<file path="config.mk">
export PLATFORM = sky130hd
export DESIGN_NAME = small_key_value_table_unit
export DESIGN_NICKNAME = d
export VERILOG_FILES = /design/src/rtl/skvt_pkg.sv /design/src/rtl/skvt_mem.sv /design/src/rtl/small_key_value_table_unit.sv
export VERILOG_INCLUDE_DIRS = /design/src /design/src/rtl
export SDC_FILE = /design/constraint.sdc
export NUM_CORES = 2
export LEC_CHECK = 0
export BUFFER_PORTS_ARGS = -buffer_cell sky130_fd_sc_hd__buf_2
export CAP_MARGIN = 30
export CORE_UTILIZATION = 55
export DETAILED_ROUTE_END_ITERATION = 12
export PLACE_DENSITY = 0.71
export SETUP_SLACK_MARGIN = 0.3
export SYNTH_ARGS = -nofsm -noshare
export SYNTH_HDL_FRONTEND = slang
export SYNTH_SLANG_ARGS = --single-unit
export TNS_END_PERCENT = 50
</file>
<file path="constraint.sdc">
create_clock -name clk_i -period 11.3 [get_ports clk_i]
set_clock_uncertainty 0.1 [all_clocks]
set_input_delay 0.565 -clock clk_i [delete_from_list [all_inputs] [get_ports clk_i]]
set_output_delay 0.565 -clock clk_i [all_outputs]
set_load 0.02 [all_outputs]
</file>
<file path="src/rtl/assert_macros.svh">
// Assertion macros shared by the key/value table RTL.
// Every macro samples on clk_i and is disabled while rst_ni is low.
`ifndef ASSERT_MACROS_SVH
`define ASSERT_MACROS_SVH

// Same-cycle implication: whenever ante holds, cons must hold too.
`define SKVT_ASSERT_IMPL(lbl, ante, cons, msg) \
  lbl: assert property (@(posedge clk_i) disable iff (!rst_ni) (ante) |-> (cons)) \
    else $error(msg);

// Next-cycle implication: whenever ante holds, cons must hold in the cycle after.
`define SKVT_ASSERT_NEXT(lbl, ante, cons, msg) \
  lbl: assert property (@(posedge clk_i) disable iff (!rst_ni) (ante) |=> (cons)) \
    else $error(msg);

`endif

</file>
<file path="src/rtl/skvt_pkg.sv">
// Package for the small key/value table: port widths, parameter defaults,
// operation codes, sequencer states and the memory control bundle.
// Depends on nothing; used by skvt_mem and small_key_value_table_unit.
package skvt_pkg;

  localparam int unsigned CAPACITY_DEF   = 16;
  localparam int unsigned KEY_BITS_DEF   = 64;
  localparam int unsigned VALUE_BITS_DEF = 32;

  localparam int unsigned OP_W         = 2;
  localparam int unsigned KEY_PORT_W   = 64;
  localparam int unsigned VALUE_PORT_W = 32;
  localparam int unsigned COUNT_PORT_W = 5;
  localparam int unsigned S_DATA_W     = 96;
  localparam int unsigned M_DATA_W     = 48;
  localparam int unsigned M_PAD_W      = M_DATA_W - (1 + VALUE_PORT_W + COUNT_PORT_W + 3);

  typedef enum logic [OP_W-1:0] {
    OP_LOOKUP = 2'd0,
    OP_INSERT = 2'd1,
    OP_DELETE = 2'd2,
    OP_UPDATE = 2'd3
  } op_e;

  typedef enum logic [2:0] {
    S_IDLE,
    S_SCAN_RD,
    S_SCAN_CMP,
    S_DECIDE,
    S_SHIFT_RD,
    S_SHIFT_WR,
    S_DONE
  } state_e;

  typedef struct packed {
    logic rd_en;
    logic wr_key;
    logic wr_val;
  } mem_ctrl_t;

endpackage

</file>
<file path="src/rtl/skvt_mem.sv">
// Entry memory of the key/value table: key and value arrays with one
// write port and one registered read port. Depends on skvt_pkg.
module skvt_mem import skvt_pkg::*; #(
  parameter int unsigned DEPTH      = CAPACITY_DEF,
  parameter int unsigned KEY_BITS   = KEY_BITS_DEF,
  parameter int unsigned VALUE_BITS = VALUE_BITS_DEF,
  localparam int unsigned AW = (DEPTH > 1) ? $clog2(DEPTH) : 1
) (
  input  logic                  clk_i,
  input  mem_ctrl_t             ctrl_i,
  input  logic [AW-1:0]         waddr_i,
  input  logic [AW-1:0]         raddr_i,
  input  logic [KEY_BITS-1:0]   wkey_i,
  input  logic [VALUE_BITS-1:0] wval_i,
  output logic [KEY_BITS-1:0]   rkey_o,
  output logic [VALUE_BITS-1:0] rval_o
);

  logic [KEY_BITS-1:0]   key_mem [DEPTH];
  logic [VALUE_BITS-1:0] val_mem [DEPTH];

  always_ff @(posedge clk_i) begin
    if (ctrl_i.wr_key) begin
      key_mem[waddr_i] <= wkey_i;
    end
    if (ctrl_i.rd_en) begin
      rkey_o <= key_mem[raddr_i];
    end
  end

  always_ff @(posedge clk_i) begin
    if (ctrl_i.wr_val) begin
      val_mem[waddr_i] <= wval_i;
    end
    if (ctrl_i.rd_en) begin
      rval_o <= val_mem[raddr_i];
    end
  end

endmodule

</file>
<file path="src/rtl/small_key_value_table_unit.sv">
// Top level of the small key/value table: sequencer, shared key comparator
// and output register. Depends on skvt_pkg, skvt_mem and assert_macros.svh.
//
// Usage: one operation enters on the slave stream per transfer. tuser carries
// the operation (lookup, insert, delete, update-or-insert); tdata carries the
// key in bits 63:0 and the new value in bits 95:64. Each operation produces
// exactly one result transfer on the master stream, whose tdata carries, from
// bit 0 up: found, read_value (32), entry_count (5), is_empty, is_full,
// status, then zero padding to 48 bits.
// Operation: the table has a single read port and one key comparator, and a
// scan visits the entries in order from slot 0, each in a read state
// (S_SCAN_RD) and then a compare state (S_SCAN_CMP). A scan stops at the
// first match or after the last entry, so a miss visits every entry; an empty
// table is not scanned. A delete that hits then slides each later entry down
// one slot through S_SHIFT_RD and S_SHIFT_WR. The slave side is ready only
// while the sequencer is idle, so no new operation enters during a scan or slide.
// Reset clears the fill count, so the table starts empty; entry contents need
// no clearing. A result waits in the output register while the receiver
// stalls; the next operation is accepted meanwhile and its result is held
// back until the register is free.
`include "assert_macros.svh"

module small_key_value_table_unit import skvt_pkg::*; #(
  parameter int unsigned CAPACITY   = CAPACITY_DEF,
  parameter int unsigned KEY_BITS   = KEY_BITS_DEF,
  parameter int unsigned VALUE_BITS = VALUE_BITS_DEF
) (
  input  logic                clk_i,
  input  logic                rst_ni,
  input  logic                s_axis_tvalid_i,
  output logic                s_axis_tready_o,
  input  logic [S_DATA_W-1:0] s_axis_tdata_i,  // key [63:0], new_value [95:64]
  input  logic [OP_W-1:0]     s_axis_tuser_i,  // op [1:0]
  output logic                m_axis_tvalid_o,
  input  logic                m_axis_tready_i,
  output logic [M_DATA_W-1:0] m_axis_tdata_o   // found, read_value, entry_count,
                                               // is_empty, is_full, status, pad
);

  // Address width of the entry memory and width of the fill count.
  localparam int unsigned AW = (CAPACITY > 1) ? $clog2(CAPACITY) : 1;
  localparam int unsigned CW = $clog2(CAPACITY + 1);
  localparam logic [CW-1:0] CAP_C = CW'(CAPACITY);

  state_e state_q, state_d;

  op_e                   op_q, op_d;
  logic [KEY_BITS-1:0]   key_q, key_d;
  logic [VALUE_BITS-1:0] val_q, val_d;
  logic [VALUE_BITS-1:0] old_q, old_d;
  logic [CW-1:0]         count_q, count_d;
  logic [CW-1:0]         idx_q, idx_d;
  logic [CW-1:0]         slot_q, slot_d;
  logic                  hit_q, hit_d;
  logic                  status_q, status_d;

  logic                    m_valid_q, m_valid_d;
  logic                    out_found_q, out_found_d;
  logic [VALUE_PORT_W-1:0] out_value_q, out_value_d;
  logic [COUNT_PORT_W-1:0] out_count_q, out_count_d;
  logic                    out_empty_q, out_empty_d;
  logic                    out_full_q, out_full_d;
  logic                    out_status_q, out_status_d;

  mem_ctrl_t             mem_ctrl;
  logic [AW-1:0]         waddr;
  logic [KEY_BITS-1:0]   wkey;
  logic [VALUE_BITS-1:0] wval;
  logic [KEY_BITS-1:0]   rkey;
  logic [VALUE_BITS-1:0] rval;

  logic                           accept;
  logic                           out_free;
  logic [CW-1:0]                  idx_inc;
  logic [CW-1:0]                  idx_dec;
  logic [CW-1:0]                  slot_inc;
  logic                           key_match;
  logic                           is_full_now;
  logic [KEY_BITS-1:0]            key_in;
  logic [VALUE_BITS+VALUE_PORT_W-1:0] val_in_ext;
  logic [VALUE_BITS+VALUE_PORT_W-1:0] old_out_ext;
  logic [CW+COUNT_PORT_W-1:0]     count_out_ext;

  assign accept      = s_axis_tvalid_i && s_axis_tready_o;
  assign out_free    = !m_valid_q || m_axis_tready_i;
  assign idx_inc     = idx_q + 1'b1;
  assign idx_dec     = idx_q - 1'b1;
  assign slot_inc    = slot_q + 1'b1;
  assign key_match   = (rkey == key_q);
  assign is_full_now = (count_q == CAP_C);

  // Key bits above KEY_BITS are dropped; the value is resized to VALUE_BITS.
  assign key_in        = s_axis_tdata_i[KEY_BITS-1:0];
  assign val_in_ext    = {{VALUE_BITS{1'b0}}, s_axis_tdata_i[KEY_PORT_W +: VALUE_PORT_W]};
  assign old_out_ext   = {{VALUE_PORT_W{1'b0}}, old_q};
  assign count_out_ext = {{COUNT_PORT_W{1'b0}}, count_q};

  assign s_axis_tready_o = (state_q == S_IDLE);
  assign m_axis_tvalid_o = m_valid_q;
  assign m_axis_tdata_o  = {{M_PAD_W{1'b0}}, out_status_q, out_full_q, out_empty_q,
                            out_count_q, out_value_q, out_found_q};

  skvt_mem #(
    .DEPTH      (CAPACITY),
    .KEY_BITS   (KEY_BITS),
    .VALUE_BITS (VALUE_BITS)
  ) u_mem (
    .clk_i   (clk_i),
    .ctrl_i  (mem_ctrl),
    .waddr_i (waddr),
    .raddr_i (idx_q[AW-1:0]),
    .wkey_i  (wkey),
    .wval_i  (wval),
    .rkey_o  (rkey),
    .rval_o  (rval)
  );

  // Sequencer next-state logic.
  always_comb begin
    state_d = state_q;
    unique case (state_q)
      S_IDLE: begin
        if (s_axis_tvalid_i) begin
          state_d = (count_q == '0) ? S_DECIDE : S_SCAN_RD;
        end
      end
      S_SCAN_RD: begin
        state_d = S_SCAN_CMP;
      end
      S_SCAN_CMP: begin
        if (key_match || (idx_inc == count_q)) begin
          state_d = S_DECIDE;
        end else begin
          state_d = S_SCAN_RD;
        end
      end
      S_DECIDE: begin
        if ((op_q == OP_DELETE) && hit_q && (slot_inc != count_q)) begin
          state_d = S_SHIFT_RD;
        end else begin
          state_d = S_DONE;
        end
      end
      S_SHIFT_RD: begin
        state_d = S_SHIFT_WR;
      end
      S_SHIFT_WR: begin
        state_d = (idx_inc == count_q) ? S_DONE : S_SHIFT_RD;
      end
      S_DONE: begin
        if (out_free) begin
          state_d = S_IDLE;
        end
      end
      default: begin
        state_d = S_IDLE;
      end
    endcase
  end

  // Datapath and memory control for each sequencer state.
  always_comb begin
    op_d     = op_q;
    key_d    = key_q;
    val_d    = val_q;
    old_d    = old_q;
    count_d  = count_q;
    idx_d    = idx_q;
    slot_d   = slot_q;
    hit_d    = hit_q;
    status_d = status_q;
    mem_ctrl = '0;
    waddr    = count_q[AW-1:0];
    wkey     = key_q;
    wval     = val_q;

    m_valid_d    = m_valid_q && !m_axis_tready_i;
    out_found_d  = out_found_q;
    out_value_d  = out_value_q;
    out_count_d  = out_count_q;
    out_empty_d  = out_empty_q;
    out_full_d   = out_full_q;
    out_status_d = out_status_q;

    unique case (state_q)
      S_IDLE: begin
        if (accept) begin
          op_d     = op_e'(s_axis_tuser_i);
          key_d    = key_in;
          val_d    = val_in_ext[VALUE_BITS-1:0];
          idx_d    = '0;
          hit_d    = 1'b0;
          status_d = 1'b0;
        end
      end
      S_SCAN_RD: begin
        mem_ctrl.rd_en = 1'b1;
      end
      S_SCAN_CMP: begin
        if (key_match) begin
          hit_d  = 1'b1;
          slot_d = idx_q;
          old_d  = rval;
        end else begin
          idx_d = idx_inc;
        end
      end
      S_DECIDE: begin
        case (op_q)
          OP_LOOKUP: begin
            status_d = !hit_q;
          end
          OP_INSERT: begin
            if (hit_q || is_full_now) begin
              status_d = 1'b1;
            end else begin
              mem_ctrl.wr_key = 1'b1;
              mem_ctrl.wr_val = 1'b1;
              count_d         = count_q + 1'b1;
            end
          end
          OP_DELETE: begin
            if (!hit_q) begin
              status_d = 1'b1;
            end else begin
              idx_d = slot_inc;
              // Deleting the last entry needs no slide.
              if (slot_inc == count_q) begin
                count_d = count_q - 1'b1;
              end
            end
          end
          default: begin
            if (hit_q) begin
              mem_ctrl.wr_val = 1'b1;
              waddr           = slot_q[AW-1:0];
            end else if (is_full_now) begin
              status_d = 1'b1;
            end else begin
              mem_ctrl.wr_key = 1'b1;
              mem_ctrl.wr_val = 1'b1;
              count_d         = count_q + 1'b1;
            end
          end
        endcase
      end
      S_SHIFT_RD: begin
        mem_ctrl.rd_en = 1'b1;
      end
      S_SHIFT_WR: begin
        mem_ctrl.wr_key = 1'b1;
        mem_ctrl.wr_val = 1'b1;
        waddr           = idx_dec[AW-1:0];
        wkey            = rkey;
        wval            = rval;
        idx_d           = idx_inc;
        if (idx_inc == count_q) begin
          count_d = count_q - 1'b1;
        end
      end
      S_DONE: begin
        if (out_free) begin
          m_valid_d    = 1'b1;
          out_found_d  = hit_q;
          out_value_d  = hit_q ? old_out_ext[VALUE_PORT_W-1:0] : '0;
          out_count_d  = count_out_ext[COUNT_PORT_W-1:0];
          out_empty_d  = (count_q == '0);
          out_full_d   = is_full_now;
          out_status_d = status_q;
        end
      end
      default: begin
      end
    endcase
  end

  always_ff @(posedge clk_i or negedge rst_ni) begin
    if (!rst_ni) begin
      state_q   <= S_IDLE;
      count_q   <= '0;
      m_valid_q <= 1'b0;
    end else begin
      state_q   <= state_d;
      count_q   <= count_d;
      m_valid_q <= m_valid_d;
    end
  end

  always_ff @(posedge clk_i) begin
    op_q         <= op_d;
    key_q        <= key_d;
    val_q        <= val_d;
    old_q        <= old_d;
    idx_q        <= idx_d;
    slot_q       <= slot_d;
    hit_q        <= hit_d;
    status_q     <= status_d;
    out_found_q  <= out_found_d;
    out_value_q  <= out_value_d;
    out_count_q  <= out_count_d;
    out_empty_q  <= out_empty_d;
    out_full_q   <= out_full_d;
    out_status_q <= out_status_d;
  end

  // The fill count never passes the capacity.
  `SKVT_ASSERT_IMPL(a_count_range, 1'b1, count_q <= CAP_C, "fill count exceeds capacity")
  // A missed key always reports a zero value.
  `SKVT_ASSERT_IMPL(a_miss_zero, m_valid_q && !out_found_q, out_value_q == '0, "miss with value")
  // A table is never reported empty and full at once.
  `SKVT_ASSERT_IMPL(a_flags_excl, m_valid_q, !(out_empty_q && out_full_q), "empty and full together")
  // Entries slide only during a delete that hit.
  `SKVT_ASSERT_IMPL(a_shift_hit, state_q == S_SHIFT_WR, hit_q && (op_q == OP_DELETE), "bad slide")
  // An accepted operation starts the sequencer.
  `SKVT_ASSERT_NEXT(a_busy_after_accept, accept, state_q != S_IDLE, "idle after transfer")

endmodule
</file>
-- Word level (Yosys, flattened, before mapping)
Memory sizes are Yosys's and may differ from the RTL's. A register that Yosys moved wholly into a read port is not among the register bits.
Cells that the tools add are included.
- add/sub/neg operators: 5
- equal/unequal tests: 31
- mux-type cells: 47
- reductions and logical operators: 28
- operators with widths (operator ; number):
    64-bit equality test ; 1
    64-bit two-way mux ; 1
    5-bit two-way mux ; 10
    32-bit two-way mux ; 1
    3-bit case mux with 7 select lines ; 1
    5-bit case mux with 4 select lines ; 1
    2-bit inequality test, second input constant ; 8
    5-bit by 1-bit adder with 5-bit output, second input constant ; 3
    1-bit two-way mux ; 15
    3-bit inequality test, second input constant ; 5
    5-bit case mux with 3 select lines ; 1
    2-bit two-way mux ; 6
    4-bit inequality test, second input constant ; 3
    5-bit equality test ; 2
    5-bit case mux with 2 select lines ; 1
    3-bit equality test, second input constant ; 3
    4-bit two-way mux ; 2
    2-bit case mux with 2 select lines ; 2
    4-bit case mux with 2 select lines ; 1
    2-bit AND reduction ; 4
    8-bit AND reduction ; 1
    3-bit by 2-bit equality test with 1-bit output, second input constant ; 2
    3-bit two-way mux ; 2
    6-bit AND reduction ; 1
    23 further kinds ; 34
- register bits: 192
- RAM bits: 1536
- input port bits: 102
- output and inout port bits: 50
- word-level logic and storage cells: 130
- memories: 2
- memory list (memory ; depth ; bits a word ; read ports ; clocked after Yosys merged registers in ; write ports ; RTL line ; source):
    u_mem.key_mem ; 16 ; 64 ; 1 ; 1 ; 1 ; skvt_mem.sv:19 ; logic [KEY_BITS-1:0] key_mem [DEPTH];
    u_mem.val_mem ; 16 ; 32 ; 1 ; 1 ; 1 ; skvt_mem.sv:20 ; logic [VALUE_BITS-1:0] val_mem [DEPTH];

-- Longest topological paths before layout
- depth in word-level cells: 7
- mapped depth: 11
- depth with buffers taken out: 8

-- Cells and area by module
From an unflattened synthesis, not the netlist that was laid out.
- cell total of the unflattened synthesis: 3274
- area, all modules: 69384.0 um2
- modules (own cells, without submodules) (module ; instances ; cells each ; area each (um2) ; sequential area each (um2)):
    skvt_mem ; 1 ; 2485 ; 60410.4 ; 49007.0
    small_key_value_table_unit ; 1 ; 789 ; 8973.6 ; 5720.5

-- Least setup slack after synthesis
OpenSTA, ideal clock, no wires.
- path type: reg2reg
- start: register idx_q[1]
- end: memory u_mem.key_mem[0][0] (netlist bit) (enable)
- library setup time: 486 ps
- data arrival time: 5046 ps
- required time: 10714 ps
- slack: 5667 ps
- cell stages (with the launch flop): 12
- buffers on the path: 4
- period minus slack after synthesis: 5633 ps
- path through: edfxtp_1 clkbuf_1 buf_2 buf_1 inv_1 ha_1 xnor2_1 nor2_1 a221o_2 or2_2 clkbuf_1 nor2_1
- longest elaborated chain between the ends: 2
- RTL lines (item ; RTL line ; source):
    from (decl) ; small_key_value_table_unit.sv:52 ; logic [CW-1:0] idx_q, idx_d;
    from (signal assigned) ; small_key_value_table_unit.sv:294 ; idx_q <= idx_d;
    4-bit by 1-bit subtractor with 4-bit output ; small_key_value_table_unit.sv:87 ; assign idx_dec = idx_q - 1'b1;
    4-bit case mux with 2 select lines ; small_key_value_table_unit.sv:185 ; unique case (state_q)
    to (decl) ; skvt_mem.sv:19 ;
Every way passes these cells.

-- Worst setup path after layout
- start: register state_q[1]
- end: memory u_mem.key_mem[9][45] (netlist bit) (enable)
- longest elaborated chain between the ends: 4
- elaborated cells between the ends (all ways): 6
- classes of those cells: eq/ne: 2; mux: 4
- RTL lines (item ; RTL line ; source):
    from (decl) ; small_key_value_table_unit.sv:45 ; state_e state_q, state_d;
    from (signal assigned) ; small_key_value_table_unit.sv:283 ; state_q <= state_d;
    3-bit equality test or 3-bit by 2-bit equality test with 1-bit output (tied branches) ; small_key_value_table_unit.sv:185 ;
    2-bit case mux with 2 select lines ; small_key_value_table_unit.sv:185 ;
    1-bit two-way mux ; skvt_mem.sv:23 ; if (ctrl_i.wr_key) begin
    1-bit two-way mux (implied by the code) ; skvt_mem.sv:24 ; key_mem[waddr_i] <= wkey_i;
Several ways; a longest one is shown, not always the timed one.

==> results.toml <==
[grt]
number_of_global_route_vias_before_repair = 33700
gr-usage-met2_pct = 41.3
gr-usage-met3_pct = 3.82
grt.overflow.total = 0
grt.met1_usage_pct = 33.0
antenna_found_initial = 8
grt_first_pass_wirelength_mm = 223
grt_max_degree = 145
grt_util_all_layers_pct = 24.4
top_usage_layer = "met2"

[power]
power_frac_clock_pct = 28.1
ir_worst_vdd_v = 0.000450
p_leak_nw = 25.1
p_comb_share_pct = 25.4
switching_power_mw = 5.62
swShare_pct = 28.7
intPower_mw = 14.0
power.share.sequential_pct = 46.5
power_density_of_the_placed_cells_nw_per_um2 = 249

[clock_network]
cts_tree = "built"
tritoncts_num_sinks = 1824
cts_hold_buf = 100
cts_max_level = 4
resized_after_cts = 0
clk_root_buffer_cell = "clkbuf_16"
clockBufferDepth = 3
cts_buffers = 177
worst_skew_pair.late_latency_ns = 0.80
post-cts-setup-buffer-count = 0
cts.reportedPaths.clkPinSlew_ns = 0.06

[placed_design]
placement.io_buffers = 144
post_place_worst_slack_ns = 5.69
dpl.cell_count = 4750
dp.final_hpwl_mm = 77.7
placed_cell_area_sq_um = 72300
gp_routability_congestion = 0.782

[timing]
final_max_slew_viol_count = 0
max_slew.worst_pin.slew_ns = 1.14
layout_min_cycle_time_ns = 5.58
post-route-worst-setup-slack_ns = 5.72
final-setup-viol-count = 0
final_hold_violations = 0
setup_tns_ns = 0
max_slew_margin_pct = 23.7
grt_setup_unrepaired = "false"
final.period_utilization_pct = 49.4
fmaxAchievable_mhz = 179

[floorplan]
initial_utilization_pct = 55.7
die-height_um = 357
die_w_um = 357
io_pins = 152
core-area_sq_um = 124000
dieArea_sq_um = 127000
floorplan.rows = 129

[setup_path]
critPathSlowestCell = "nor2_4"
worst_r2r_endpoint = "u_mem.key_mem[9][45]$_DFFE_PP_"
critPathMaxFanout = 58
cpMostUsedCell = "buf_4"
worst-setup-path-type = "reg2reg"
crit_arrival_ns = 5.88
crit_chain = "nand3b_4 -> buf_4 -> nor2_1 -> a221o_2 -> nand2b_1 -> nor2_4 -> buf_4"
critical_path_buf_inv_count = 2
critical_path.endpoint_type = "flip-flop"
critical_path.top_delay_family = "simple AND/OR/NAND/NOR gates"
cp_slowest_stage_delay_ns = 0.90
critical_path_required_ns = 11.61
r2r_cells = 7
r2r_setup_slack_ns = 5.72
startpoint = "state_q[1]$_DFFE_PN0P_"
critical_path_startpoint_category = "flip-flop"
number_of_cells_on_the_critical_path = 7
critical_path.reg2reg.startpoint = "state_q[1]$_DFFE_PN0P_"

[finish]
fraction_of_layout_cells_with_a_size_suffix_above_1_pct = 27.4
final_stage_net_count = 3505
area_growth_pct = 13.7
utilization_pct = 63.4
final_design_area_no_fill_sq_um = 78800
final_standard_cell_count_with_taps_included_and_fillers_excluded = 5181

[route]
final_antenna_net_count = 0
dr.first_iter.drc_count = 3913
drc = 0
vias_per_cell = 6.21
vias = 32200
detail_route.wirelength_mm = 152
dr.pass1.iters = 7
wire_per_inst_um = 29.4

[outcome]
outcome = "complete, no violations"

[logic_synthesis]
yosys_warnings = 0
yosys_most_used_dff = "edfxtp_1"
syn_area_per_cell_sq_um = 22.7
share_of_flip_flops_with_an_asynchronous_set_or_reset_pct = 0.493
syn-cell-area_sq_um = 69300
synth_seq_cells = 1824
number_of_flops_mapped_to_enable_cells_by_yosys = 1815
synth.lib_cells_used.distinct = 47
yosysSeqAreaShare_pct = 78.9
syn-instance-count = 3052

[run]
drv_cap = 0

[min_path]
hp-class = "in2async"
==> synth_stat cells (3+ instances only) <==
cell type  instances  share of area [%]
a21oi_1            5              0.036
and2_1            34               0.31
buf_1              8              0.043
buf_2             49               0.35
buf_4             13               0.14
clkbuf_1          85               0.46
dfrtp_1            9               0.32
edfxtp_1        1815                 79
ha_1               6               0.11
inv_1              6              0.032
mux4_2           480                 16
nand2_1          308                1.7
nand2b_1           5              0.045
nand3_1           16               0.12
nand4_1           12               0.11
nor2_1            47               0.25
nor2b_1            3              0.027
nor3_1             8              0.058
nor4_1             8              0.072
o21ai_0            9              0.065
o22ai_1            3              0.027
o32ai_1            3              0.038
or2_2              3              0.027
or3_1              3              0.027
xnor2_1           65               0.82
xor2_1            25               0.32
==> routing by layer <==
metal	wire, um	share of wire [%]
met4	3840	2.5
met3	10700	7.0
met1	59900	39
met5	50	0.033
met2	77800	51
==> power groups by stage <==
stage          registers [mW]  logic, mW  clock network (mW)
3_3_place_gp             9.21       4.75                   0
6_report                 9.11       4.98                5.50
4_1_cts                  9.11       5.01                5.58
2_1_floorplan            9.15       3.56                   0
3_5_place_dp             9.24       4.96                   0
5_1_grt                  9.16       5.32                5.83
==> metrics by stage <==
stage	hold WS, ns	total power, mW
after global routing	0.0706	20.3
final	0.0757	19.6
after detailed placement	0.314	14.2
after CTS	0.0161	19.7
after floorplan	0.169	12.7
after global placement	0.321	14.0
==> placed cells by master (no fill, tap or decap), types with 12 or more instances in the layout <==
master	instances
nand3_1	16
and2_1	33
clkinv_2	29
buf_2	144
nand2_1	308
edfxtp_1	1815
clkinv_1	40
nor2_4	34
dlygate4sd3_1	100
clkbuf_16	178
xnor2_1	65
xor2_1	25
clkbuf_1	53
nand4_1	12
nor2_1	13
mux4_2	480
buf_4	59
==> flip-flops by register name, summed over array words and instances (netlist names), 32 cells and up <==
name,count
key_q,64
u_mem.key_mem,1024
val_q,32
u_mem.val_mem,512
u_mem.rval_o,32
old_q,32
out_value_q,32
u_mem.rkey_o,64
==> logic make-up after synthesis <==
kind of cell / Yosys count / share of synthesized area [%]
flip-flops: 1824 / 78.9
multiplexers: 482 / 15.6
AND/OR/NAND/NOR: 455 / 2.82
buffers and inverters: 161 / 1.03
XOR/XNOR: 90 / 1.14
AO/OA/AOI/OAI: 33 / 0.354
adder cells (fa/ha/maj): 6 / 0.108
other: 1 / 0.00541
==> final cells by class <==
type / count / area, sq um
antenna: 2 / 5.00
clock buffer: 231 / 4650
clock inverter: 93 / 731
fill: 8057 / 45600
inverter: 6 / 22.5
multi-input combinational: 1073 / 14200
sequential: 1824 / 54700
tap: 1637 / 2050
timing repair buffer: 315 / 2460
==> worst max-delay path by stage <==
stage / endpoint / slack, ns
floorplan: u_mem.key_mem[0][0]$_DFFE_PP_ / 5.67
global placement: u_mem.key_mem[1][45]$_DFFE_PP_ / 5.81
detailed placement: u_mem.key_mem[5][44]$_DFFE_PP_ / 5.69
CTS: u_mem.key_mem[5][46]$_DFFE_PP_ / 5.65
global route: u_mem.key_mem[9][45]$_DFFE_PP_ / 5.50
finish: u_mem.key_mem[9][45]$_DFFE_PP_ / 5.72
==> worst register-to-register path, delay by kind of cell (launching register included) <==
| family | cells | cell delay, ns |
|---|---|---|
| buf+inv | 2 | 1.66 |
| compound gates | 1 | 0.37 |
| simple gates | 4 | 2.35 |
| flops | 1 | 0.64 |
No activity file was read; power rests on OpenSTA's default activity.
